## config.mk

```make
export PLATFORM = sky130hd
export DESIGN_NAME = bpa_ctrl
export DESIGN_NICKNAME = d
export VERILOG_FILES = /design/src/rtl/bpa_pkg.sv /design/src/rtl/bpa_ctrl.sv
export SDC_FILE = /design/constraint.sdc
export NUM_CORES = 1
export LEC_CHECK = 0
export BUFFER_PORTS_ARGS = -buffer_cell sky130_fd_sc_hd__buf_2
export CORE_ASPECT_RATIO = 0.8
export CORE_MARGIN = 4
export CORE_UTILIZATION = 52
export CTS_BUF_LIST = sky130_fd_sc_hd__clkbuf_2 sky130_fd_sc_hd__clkbuf_4 sky130_fd_sc_hd__clkbuf_8
export DETAILED_ROUTE_END_ITERATION = 8
export GPL_TIMING_DRIVEN = 0
export HOLD_SLACK_MARGIN = 0.1
export PLACE_DENSITY = 0.81
export SYNTH_ARGS = -nofsm -noshare
export SYNTH_HDL_FRONTEND = slang
export SYNTH_SLANG_ARGS = --single-unit
```

## constraint.sdc

```tcl
create_clock -name clk -period 4.5 [get_ports clk]
set_input_delay 0.675 -clock clk [delete_from_list [all_inputs] [get_ports clk]]
set_output_delay 0.675 -clock clk [all_outputs]
set_load 0.01 [all_outputs]
```

## src/rtl/bpa_pkg.sv

```systemverilog
// ============================================================================
// bpa_pkg: shared types and codes of the bitmap page allocator
// Request and result items, operation codes and status codes.
// ============================================================================
package bpa_pkg;

    // Width of the block count register and of the used count.
    localparam int COUNT_W = 16;

    // Operation codes.
    localparam logic [1:0] OP_ALLOC   = 2'd0;
    localparam logic [1:0] OP_FREE    = 2'd1;
    localparam logic [1:0] OP_RESERVE = 2'd2;
    localparam logic [1:0] OP_TEST    = 2'd3;

    // Status codes.
    localparam logic [1:0] STATUS_DONE   = 2'd0;
    localparam logic [1:0] STATUS_NOFREE = 2'd1;
    localparam logic [1:0] STATUS_REJECT = 2'd2;

    // One request item.
    typedef struct packed {
        logic [1:0]         operation;
        logic [31:0]        byte_address;
        logic [COUNT_W-1:0] block_index;
    } request_t;

    // One result item.
    typedef struct packed {
        logic [1:0]         status;
        logic [31:0]        result_address;
        logic               block_used;
        logic [COUNT_W-1:0] used_count;
    } result_t;

endpackage

```

## src/rtl/bpa_ctrl.sv

```systemverilog
// ============================================================================
// bpa_ctrl: sequencer of the bitmap page allocator
// Sweeps the map to all ones, then serves each accepted item by reading its
// word and writing it back where a bit changes, scanning upward from a hint word on allocate.
// ============================================================================
module bpa_ctrl #(
    parameter int BLOCK_LIMIT = 32768,
    parameter int WORD_BITS   = 32,
    parameter int BLOCK_SHIFT = 12
) (
    input  logic                               clk,
    input  logic                               rst_n,
    input  logic                               reinit,
    input  logic [bpa_pkg::COUNT_W-1:0]        block_count,
    input  logic                               start,
    input  bpa_pkg::request_t                  request,
    output logic                               busy,
    output logic                               done,
    output bpa_pkg::result_t                   result,
    output logic                               ram_we,
    output logic [(((BLOCK_LIMIT + WORD_BITS - 1) / WORD_BITS) > 1 ?
                   $clog2((BLOCK_LIMIT + WORD_BITS - 1) / WORD_BITS) : 1)-1:0] ram_waddr,
    output logic [WORD_BITS-1:0]               ram_wdata,
    output logic [(((BLOCK_LIMIT + WORD_BITS - 1) / WORD_BITS) > 1 ?
                   $clog2((BLOCK_LIMIT + WORD_BITS - 1) / WORD_BITS) : 1)-1:0] ram_raddr,
    input  logic [WORD_BITS-1:0]               ram_rdata
);

    // WORD_BITS is a power of two; block numbers split into word and bit.
    localparam int MAP_WORDS = (BLOCK_LIMIT + WORD_BITS - 1) / WORD_BITS;
    localparam int AW        = (MAP_WORDS > 1) ? $clog2(MAP_WORDS) : 1;
    localparam int WS        = $clog2(WORD_BITS);
    localparam int CW        = bpa_pkg::COUNT_W;
    localparam logic [AW-1:0] LAST_WORD  = AW'(MAP_WORDS - 1);
    localparam logic [31:0]   ALIGN_MASK = (32'd1 << BLOCK_SHIFT) - 32'd1;

    typedef enum logic [1:0] {
        S_SWEEP,
        S_IDLE,
        S_EVAL
    } state_t;

    state_t            state_reg, state_next;
    logic [AW-1:0]     sweep_reg, sweep_next;
    logic [CW-1:0]     fc_reg, fc_next;
    logic [AW-1:0]     hint_reg, hint_next;
    logic [1:0]        op_reg, op_next;
    logic [AW-1:0]     word_reg, word_next;
    logic [WS-1:0]     bit_reg, bit_next;
    logic              done_reg, done_next;
    bpa_pkg::result_t  result_reg, result_next;

    logic [31:0]          free_blk;
    logic [31:0]          tgt_blk;
    logic                 in_range;
    logic                 free_ok;
    logic [WORD_BITS-1:0] bit_mask;
    logic                 cur_bit;
    logic                 word_full;
    logic [WS-1:0]        low_pos;
    logic [31:0]          found_blk;

    // Position of the lowest clear bit of a word.
    function automatic logic [WS-1:0] low_zero(input logic [WORD_BITS-1:0] w);
        logic [WS-1:0] pos;
        pos = '0;
        for (int i = WORD_BITS - 1; i >= 0; i--)
        begin
            if (!w[i])
            begin
                pos = WS'(i);
            end
        end
        return pos;
    endfunction

    // Decode of the incoming request.
    assign free_blk = request.byte_address >> BLOCK_SHIFT;
    assign tgt_blk  = (request.operation == bpa_pkg::OP_FREE) ? free_blk
                                                              : 32'(request.block_index);
    assign in_range = tgt_blk < 32'(block_count);
    assign free_ok  = (request.byte_address != 32'd0) &&
                      ((request.byte_address & ALIGN_MASK) == 32'd0) && in_range;

    // Bit under test in the word just read.
    assign bit_mask  = WORD_BITS'(1) << bit_reg;
    assign cur_bit   = ram_rdata[bit_reg];
    assign word_full = &ram_rdata;
    assign low_pos   = low_zero(ram_rdata);
    assign found_blk = 32'({word_reg, low_pos});

    // Next-state and memory port logic.
    always_comb
    begin
        state_next  = state_reg;
        sweep_next  = sweep_reg;
        fc_next     = fc_reg;
        hint_next   = hint_reg;
        op_next     = op_reg;
        word_next   = word_reg;
        bit_next    = bit_reg;
        done_next   = 1'b0;
        result_next = result_reg;
        ram_we      = 1'b0;
        ram_waddr   = word_reg;
        ram_wdata   = ram_rdata;
        ram_raddr   = word_reg;

        unique case (state_reg)
            S_SWEEP:
            begin
                ram_we     = 1'b1;
                ram_waddr  = sweep_reg;
                ram_wdata  = '1;
                sweep_next = sweep_reg + AW'(1);
                if (sweep_reg == LAST_WORD)
                begin
                    state_next = S_IDLE;
                end
            end

            S_IDLE:
            begin
                if (start)
                begin
                    op_next   = request.operation;
                    word_next = tgt_blk[WS +: AW];
                    bit_next  = tgt_blk[WS-1:0];
                    result_next.status         = bpa_pkg::STATUS_REJECT;
                    result_next.result_address = 32'd0;
                    result_next.block_used     = 1'b0;
                    if (block_count == '0)
                    begin
                        done_next = 1'b1;
                    end
                    else
                    begin
                        unique case (request.operation)
                            bpa_pkg::OP_ALLOC:
                            begin
                                if (fc_reg == '0)
                                begin
                                    result_next.status = bpa_pkg::STATUS_NOFREE;
                                    done_next          = 1'b1;
                                end
                                else
                                begin
                                    word_next  = hint_reg;
                                    state_next = S_EVAL;
                                end
                            end
                            bpa_pkg::OP_FREE:
                            begin
                                if (free_ok)
                                begin
                                    state_next = S_EVAL;
                                end
                                else
                                begin
                                    done_next = 1'b1;
                                end
                            end
                            bpa_pkg::OP_RESERVE,
                            bpa_pkg::OP_TEST:
                            begin
                                if (in_range)
                                begin
                                    state_next = S_EVAL;
                                end
                                else
                                begin
                                    done_next = 1'b1;
                                end
                            end
                        endcase
                        ram_raddr = word_next;
                    end
                end
            end

            S_EVAL:
            begin
                result_next.status = bpa_pkg::STATUS_DONE;
                unique case (op_reg)
                    bpa_pkg::OP_ALLOC:
                    begin
                        if (word_full)
                        begin
                            // Skip a full word and read the next one.
                            word_next = word_reg + AW'(1);
                            ram_raddr = word_next;
                        end
                        else
                        begin
                            ram_we    = 1'b1;
                            ram_wdata = ram_rdata | (WORD_BITS'(1) << low_pos);
                            fc_next   = fc_reg - CW'(1);
                            hint_next = word_reg;
                            result_next.result_address = found_blk << BLOCK_SHIFT;
                            done_next  = 1'b1;
                            state_next = S_IDLE;
                        end
                    end
                    bpa_pkg::OP_FREE:
                    begin
                        if (cur_bit)
                        begin
                            ram_we    = 1'b1;
                            ram_wdata = ram_rdata & ~bit_mask;
                            fc_next   = fc_reg + CW'(1);
                            if (word_reg < hint_reg)
                            begin
                                hint_next = word_reg;
                            end
                        end
                        done_next  = 1'b1;
                        state_next = S_IDLE;
                    end
                    bpa_pkg::OP_RESERVE:
                    begin
                        if (!cur_bit)
                        begin
                            ram_we    = 1'b1;
                            ram_wdata = ram_rdata | bit_mask;
                            fc_next   = fc_reg - CW'(1);
                        end
                        done_next  = 1'b1;
                        state_next = S_IDLE;
                    end
                    bpa_pkg::OP_TEST:
                    begin
                        result_next.block_used = cur_bit;
                        done_next  = 1'b1;
                        state_next = S_IDLE;
                    end
                endcase
            end

            default:
            begin
                state_next = S_IDLE;
            end
        endcase

        // The used count goes out with every result item.
        if (done_next)
        begin
            result_next.used_count = block_count - fc_next;
        end

        // A register write reinitialises the whole map.
        if (reinit)
        begin
            state_next = S_SWEEP;
            sweep_next = '0;
            fc_next    = '0;
            hint_next  = '0;
            done_next  = 1'b0;
        end
    end

    // State and registered outputs.
    always_ff @(posedge clk or negedge rst_n)
    begin
        if (!rst_n)
        begin
            state_reg  <= S_SWEEP;
            sweep_reg  <= '0;
            fc_reg     <= '0;
            hint_reg   <= '0;
            op_reg     <= bpa_pkg::OP_ALLOC;
            word_reg   <= '0;
            bit_reg    <= '0;
            done_reg   <= 1'b0;
            result_reg <= '0;
        end
        else
        begin
            state_reg  <= state_next;
            sweep_reg  <= sweep_next;
            fc_reg     <= fc_next;
            hint_reg   <= hint_next;
            op_reg     <= op_next;
            word_reg   <= word_next;
            bit_reg    <= bit_next;
            done_reg   <= done_next;
            result_reg <= result_next;
        end
    end

    assign busy   = (state_reg != S_IDLE);
    assign done   = done_reg;
    assign result = result_reg;

    // The free count never exceeds the number of managed blocks.
    assert property (@(posedge clk) disable iff (!rst_n)
        fc_reg <= block_count)
        else $error("free count above block count");

    // An allocate scan only runs while some block is free.
    assert property (@(posedge clk) disable iff (!rst_n)
        (state_reg == S_EVAL && op_reg == bpa_pkg::OP_ALLOC) |-> (fc_reg != '0))
        else $error("allocate scan with no free block");

    // The block handed out always lies below the block count.
    assert property (@(posedge clk) disable iff (!rst_n)
        (state_reg == S_EVAL && op_reg == bpa_pkg::OP_ALLOC && !word_full)
            |-> (found_blk < 32'(block_count)))
        else $error("allocated block beyond block count");

    // Every word below the hint is full, so the scan never starts above the word it reads.
    assert property (@(posedge clk) disable iff (!rst_n)
        (state_reg == S_EVAL && op_reg == bpa_pkg::OP_ALLOC) |-> (hint_reg <= word_reg))
        else $error("allocate scan below the hint word");

endmodule

```

==> impl_metrics.tcl <==
set metrics [dict create \
    place_congestion 1.03 \
    ys_ff_latch 90 \
    drtIter0Drc 1690 \
    yosysWarningCount 0 \
    start_kind "primary input" \
    leakage_nw 5.10 \
    min_period_over_period 1.03 \
    synthDistinctLibCells 76 \
    violations "setup timing" \
    clock_skew_ns 0.0171 \
    grt_antenna_before_repair 0 \
    critPathArrivalTime_ns 4.94 \
    track_usage 0.373 \
    worstPathCellList "clkbuf_1 > nand4_1 > nor2_2 > nand4_1 > buf_4 > nand2_1 > nand2_1 > o21ai_0 > o32ai_1 > a21oi_2 > ha_1 > a21o_1 > a21o_1 > a21oi_2 > o21bai_1 > a21o_1 > nand4_1 > a31oi_4 > or4b_4 > a31oi_1" \
    wl_um 40500 \
    slew_viol_final 0 \
    required_ns 4.81 \
    synth_area_um2 9630 \
    dpl_cell_area_um2 11000 \
    htree_levels 3 \
    vias_per_cell 6.62 \
    nFillCells 1674 \
    grt_max_degree 52 \
    tritoncts "done" \
    die_height_um 130 \
    synth_edf_count 0 \
    synthArstFlopShare 1.00 \
    critPathTopFamily "simple AND/OR/NAND/NOR gates" \
    clock.fmax_mhz 216 \
    initial_core_util 0.530 \
    drive_gt1_frac 0.232 \
    cts_hold_buf 0 \
    setup_violations 1 \
    cts_sinks 90 \
    final_cell_area_um2 11700 \
    synth_top_cell_area_share 0.234 \
    die-area_um2 20800 \
    p_seq_frac 0.219 \
    power.density_nw_per_um2 451 \
    wl_per_cell_um 22.8 \
    num_vias 11700 \
    hold_path.class "in -> async" \
    grt_pass1_vias 10800 \
    max-cap-violations 0 \
    endpoint_kind "register" \
    grt_overflow 0 \
    hold_viol 0 \
    worst_pin_slew_ns 1.24 \
    yosysMostFrequentCell "nand2_1" \
    clockPowerShare 0.121 \
    min_period_ns 4.64 \
    drc 0 \
    worst-path-buf-inv 2 \
    nets 1688 \
    switching_share 0.523 \
    p_sw_mw 2.76 \
    coreArea_um2 18200 \
    vdd_drop_max_uv 344 \
    relSlewSlack 0.171 \
    synth_common_cells "nand2_1 (166), nor2_1 (113), o21ai_0 (111)" \
    ios 208 \
    die_w_um 160 \
    critPathSlowestCell "or4b_4" \
    cp_max_fo 8 \
    synthFlopType "dfrtp_1" \
    internal_power_mw 2.52 \
    antenna_left 0 \
    worstSetupPathType "in -> reg" \
    combPwrFrac 0.660 \
    syn2layout_area_growth_pct 21.6 \
    rsz0062_at_grt "true" \
    area.sequential_um2 2260 \
    drt_pre_antenna_iters 8 \
    portBuffers 180 \
    grt_pass1_wl_um 61400 \
    cts_buffers 9 \
    synth_area_leaders "dfrtp_1 (23%), nand2_1 (6.5%), ha_1 (6.0%), o21ai_0 (5.8%), a21oi_1 (4.8%)" \
    insertion_delay_ns 0.39 \
    largest_reg_flops 34 \
    syn_area_per_cell_um2 7.36 \
    dp_hpwl_um 30600 \
    synth_seq_area_share 0.234 \
    num_rows 44 \
    yosys.area.top_type "dfrtp_1" \
    dpl.cell_count 1735 \
    fin_cells 1774 \
    layout_setup_ws_ns -0.136 \
    cts-root-buf "clkbuf_8" \
    multi_input_area_um2 7030 \
    synth_cells 1308 \
    status "complete, but fails checks" \
    clk_path_buf_depth 2 \
    n_antenna_cell 0 \
    clk_pin_slew_ns 0.11 \
    slowest_delay_ns 0.49 \
]
==> cell families (layout without fill, tap and decap cells) <==
group | after synthesis | in the layout | share of synthesized area
other cells | 1 | 17 | 0.000390
fa+ha+maj | 47 | 47 | 0.0619
compound gates | 436 | 436 | 0.293
buf+inv | 165 | 385 | 0.0737
mux | 63 | 63 | 0.0747
flops | 90 | 90 | 0.234
simple gates | 475 | 475 | 0.233
xor+xnor | 31 | 31 | 0.0296
==> worst register-to-register path, stage by stage (launching register included) <==
cell	delay, ns
dfrtp_2	0.45
buf_8	0.14
buf_4	0.17
mux2i_1	0.14
a221oi_2	0.34
nand3_2	0.20
nand3_4	0.16
buf_8	0.13
buf_4	0.15
nand2_1	0.07
o32ai_1	0.36
a21oi_2	0.14
ha_1	0.34
a21o_1	0.21
a21o_1	0.18
a21oi_2	0.13
o21bai_1	0.11
a21o_1	0.18
nand4_1	0.14
a31oi_4	0.11
or4b_4	0.49
a31oi_1	0.16
==> repair_timing <==
action	in CTS	in global routing
gates resized for setup	30	42
setup endpoints to repair	20	23
pin swaps	6	17
setup buffers	6	18
==> power by group through the flow <==
stage	Clock [mW]	Combinational [mW]	Sequential (mW)
after floorplan	0	1.96	1.18
after global placement	0	3.03	1.15
after detailed placement	0	3.04	1.16
after CTS	0.639	3.18	1.14
after global routing	0.672	3.72	1.18
final	0.638	3.48	1.16
==> cell type report <==
| class | instances | share of cell area |
|---|---|---|
| Sequential cell | 90 | 0.193 |
| Multi-Input combinational cell | 1069 | 0.601 |
| Clock inverter | 7 | 0.00802 |
| Clock buffer | 9 | 0.0106 |
| Inverter | 52 | 0.0167 |
| Timing Repair Buffer | 205 | 0.0953 |
| Tap cell | 230 | 0.0246 |
| Buffer | 112 | 0.0514 |
==> final timing paths <==
kind,slack [ns],start,to,cells after the start
max in group asynchronous,3.58,rst_n,result[30]$_DFFE_PN0P_,2
min in group clk,0.49,result[35]$_DFFE_PN0P_,result[35]$_DFFE_PN0P_,2
worst max-delay path,-0.14,ram_rdata[16],result[14]$_DFFE_PN0P_,20
worst min register to register,0.49,result[35]$_DFFE_PN0P_,result[35]$_DFFE_PN0P_,2
worst max register to register,-0.10,bit_reg[0]$_DFFE_PN0P_,result[14]$_DFFE_PN0P_,21
worst min-delay path,0.26,rst_n,result[4]$_DFFE_PN0P_,1
==> cells in the final DEF (no fill, tap or decap), types with 7 or more instances in the layout <==
master / n
o21ai_1: 17
a32oi_1: 9
o31ai_1: 16
mux2i_1: 25
ha_1: 43
xnor2_1: 11
nand2b_1: 14
a221oi_1: 11
o21ai_0: 109
o22ai_1: 16
clkbuf_8: 9
buf_2: 185
a21oi_1: 87
dfrtp_1: 87
a22o_1: 16
nor4_1: 13
clkbuf_1: 62
a211oi_1: 13
nor2b_1: 9
buf_1: 7
o211ai_1: 21
buf_4: 42
o21a_1: 10
and2_1: 11
nand4_1: 28
nor2_1: 109
nand2_1: 165
a21o_1: 22
conb_1: 17
and3_1: 9
o21bai_1: 9
buf_6: 7
nor3_1: 32
inv_1: 51
or3_1: 11
clkbuf_2: 8
nand3_1: 32
a31oi_1: 17
xor2_1: 17
mux2_2: 29
==> routing by layer <==
metal / vias to the layer above / global-route usage / part of all wire
met4: 0 / 0.135 / 0.041
li1: 5255 / - / -
met3: 147 / 0.102 / 0.13
met2: 902 / 0.566 / 0.42
met1: 5440 / 0.516 / 0.40
met5: - / 0 / 0
==> through the flow <==
step                hold slack [ns]  setup slack [ns]  utilization  setup TNS (ns)  total power [mW]
finish                        0.259            -0.136        0.644          -0.136              5.28
global route                  0.300            -0.239        0.644          -0.510              5.57
CTS                           0.276            -0.162        0.627          -0.261              4.96
detailed placement            0.465             -1.19        0.606           -8.88              4.20
global placement              0.460             -1.09        0.604           -7.77              4.18
floorplan                     0.379           -0.0931            -         -0.0931              3.14
No activity file was read; power rests on OpenSTA's default activity.
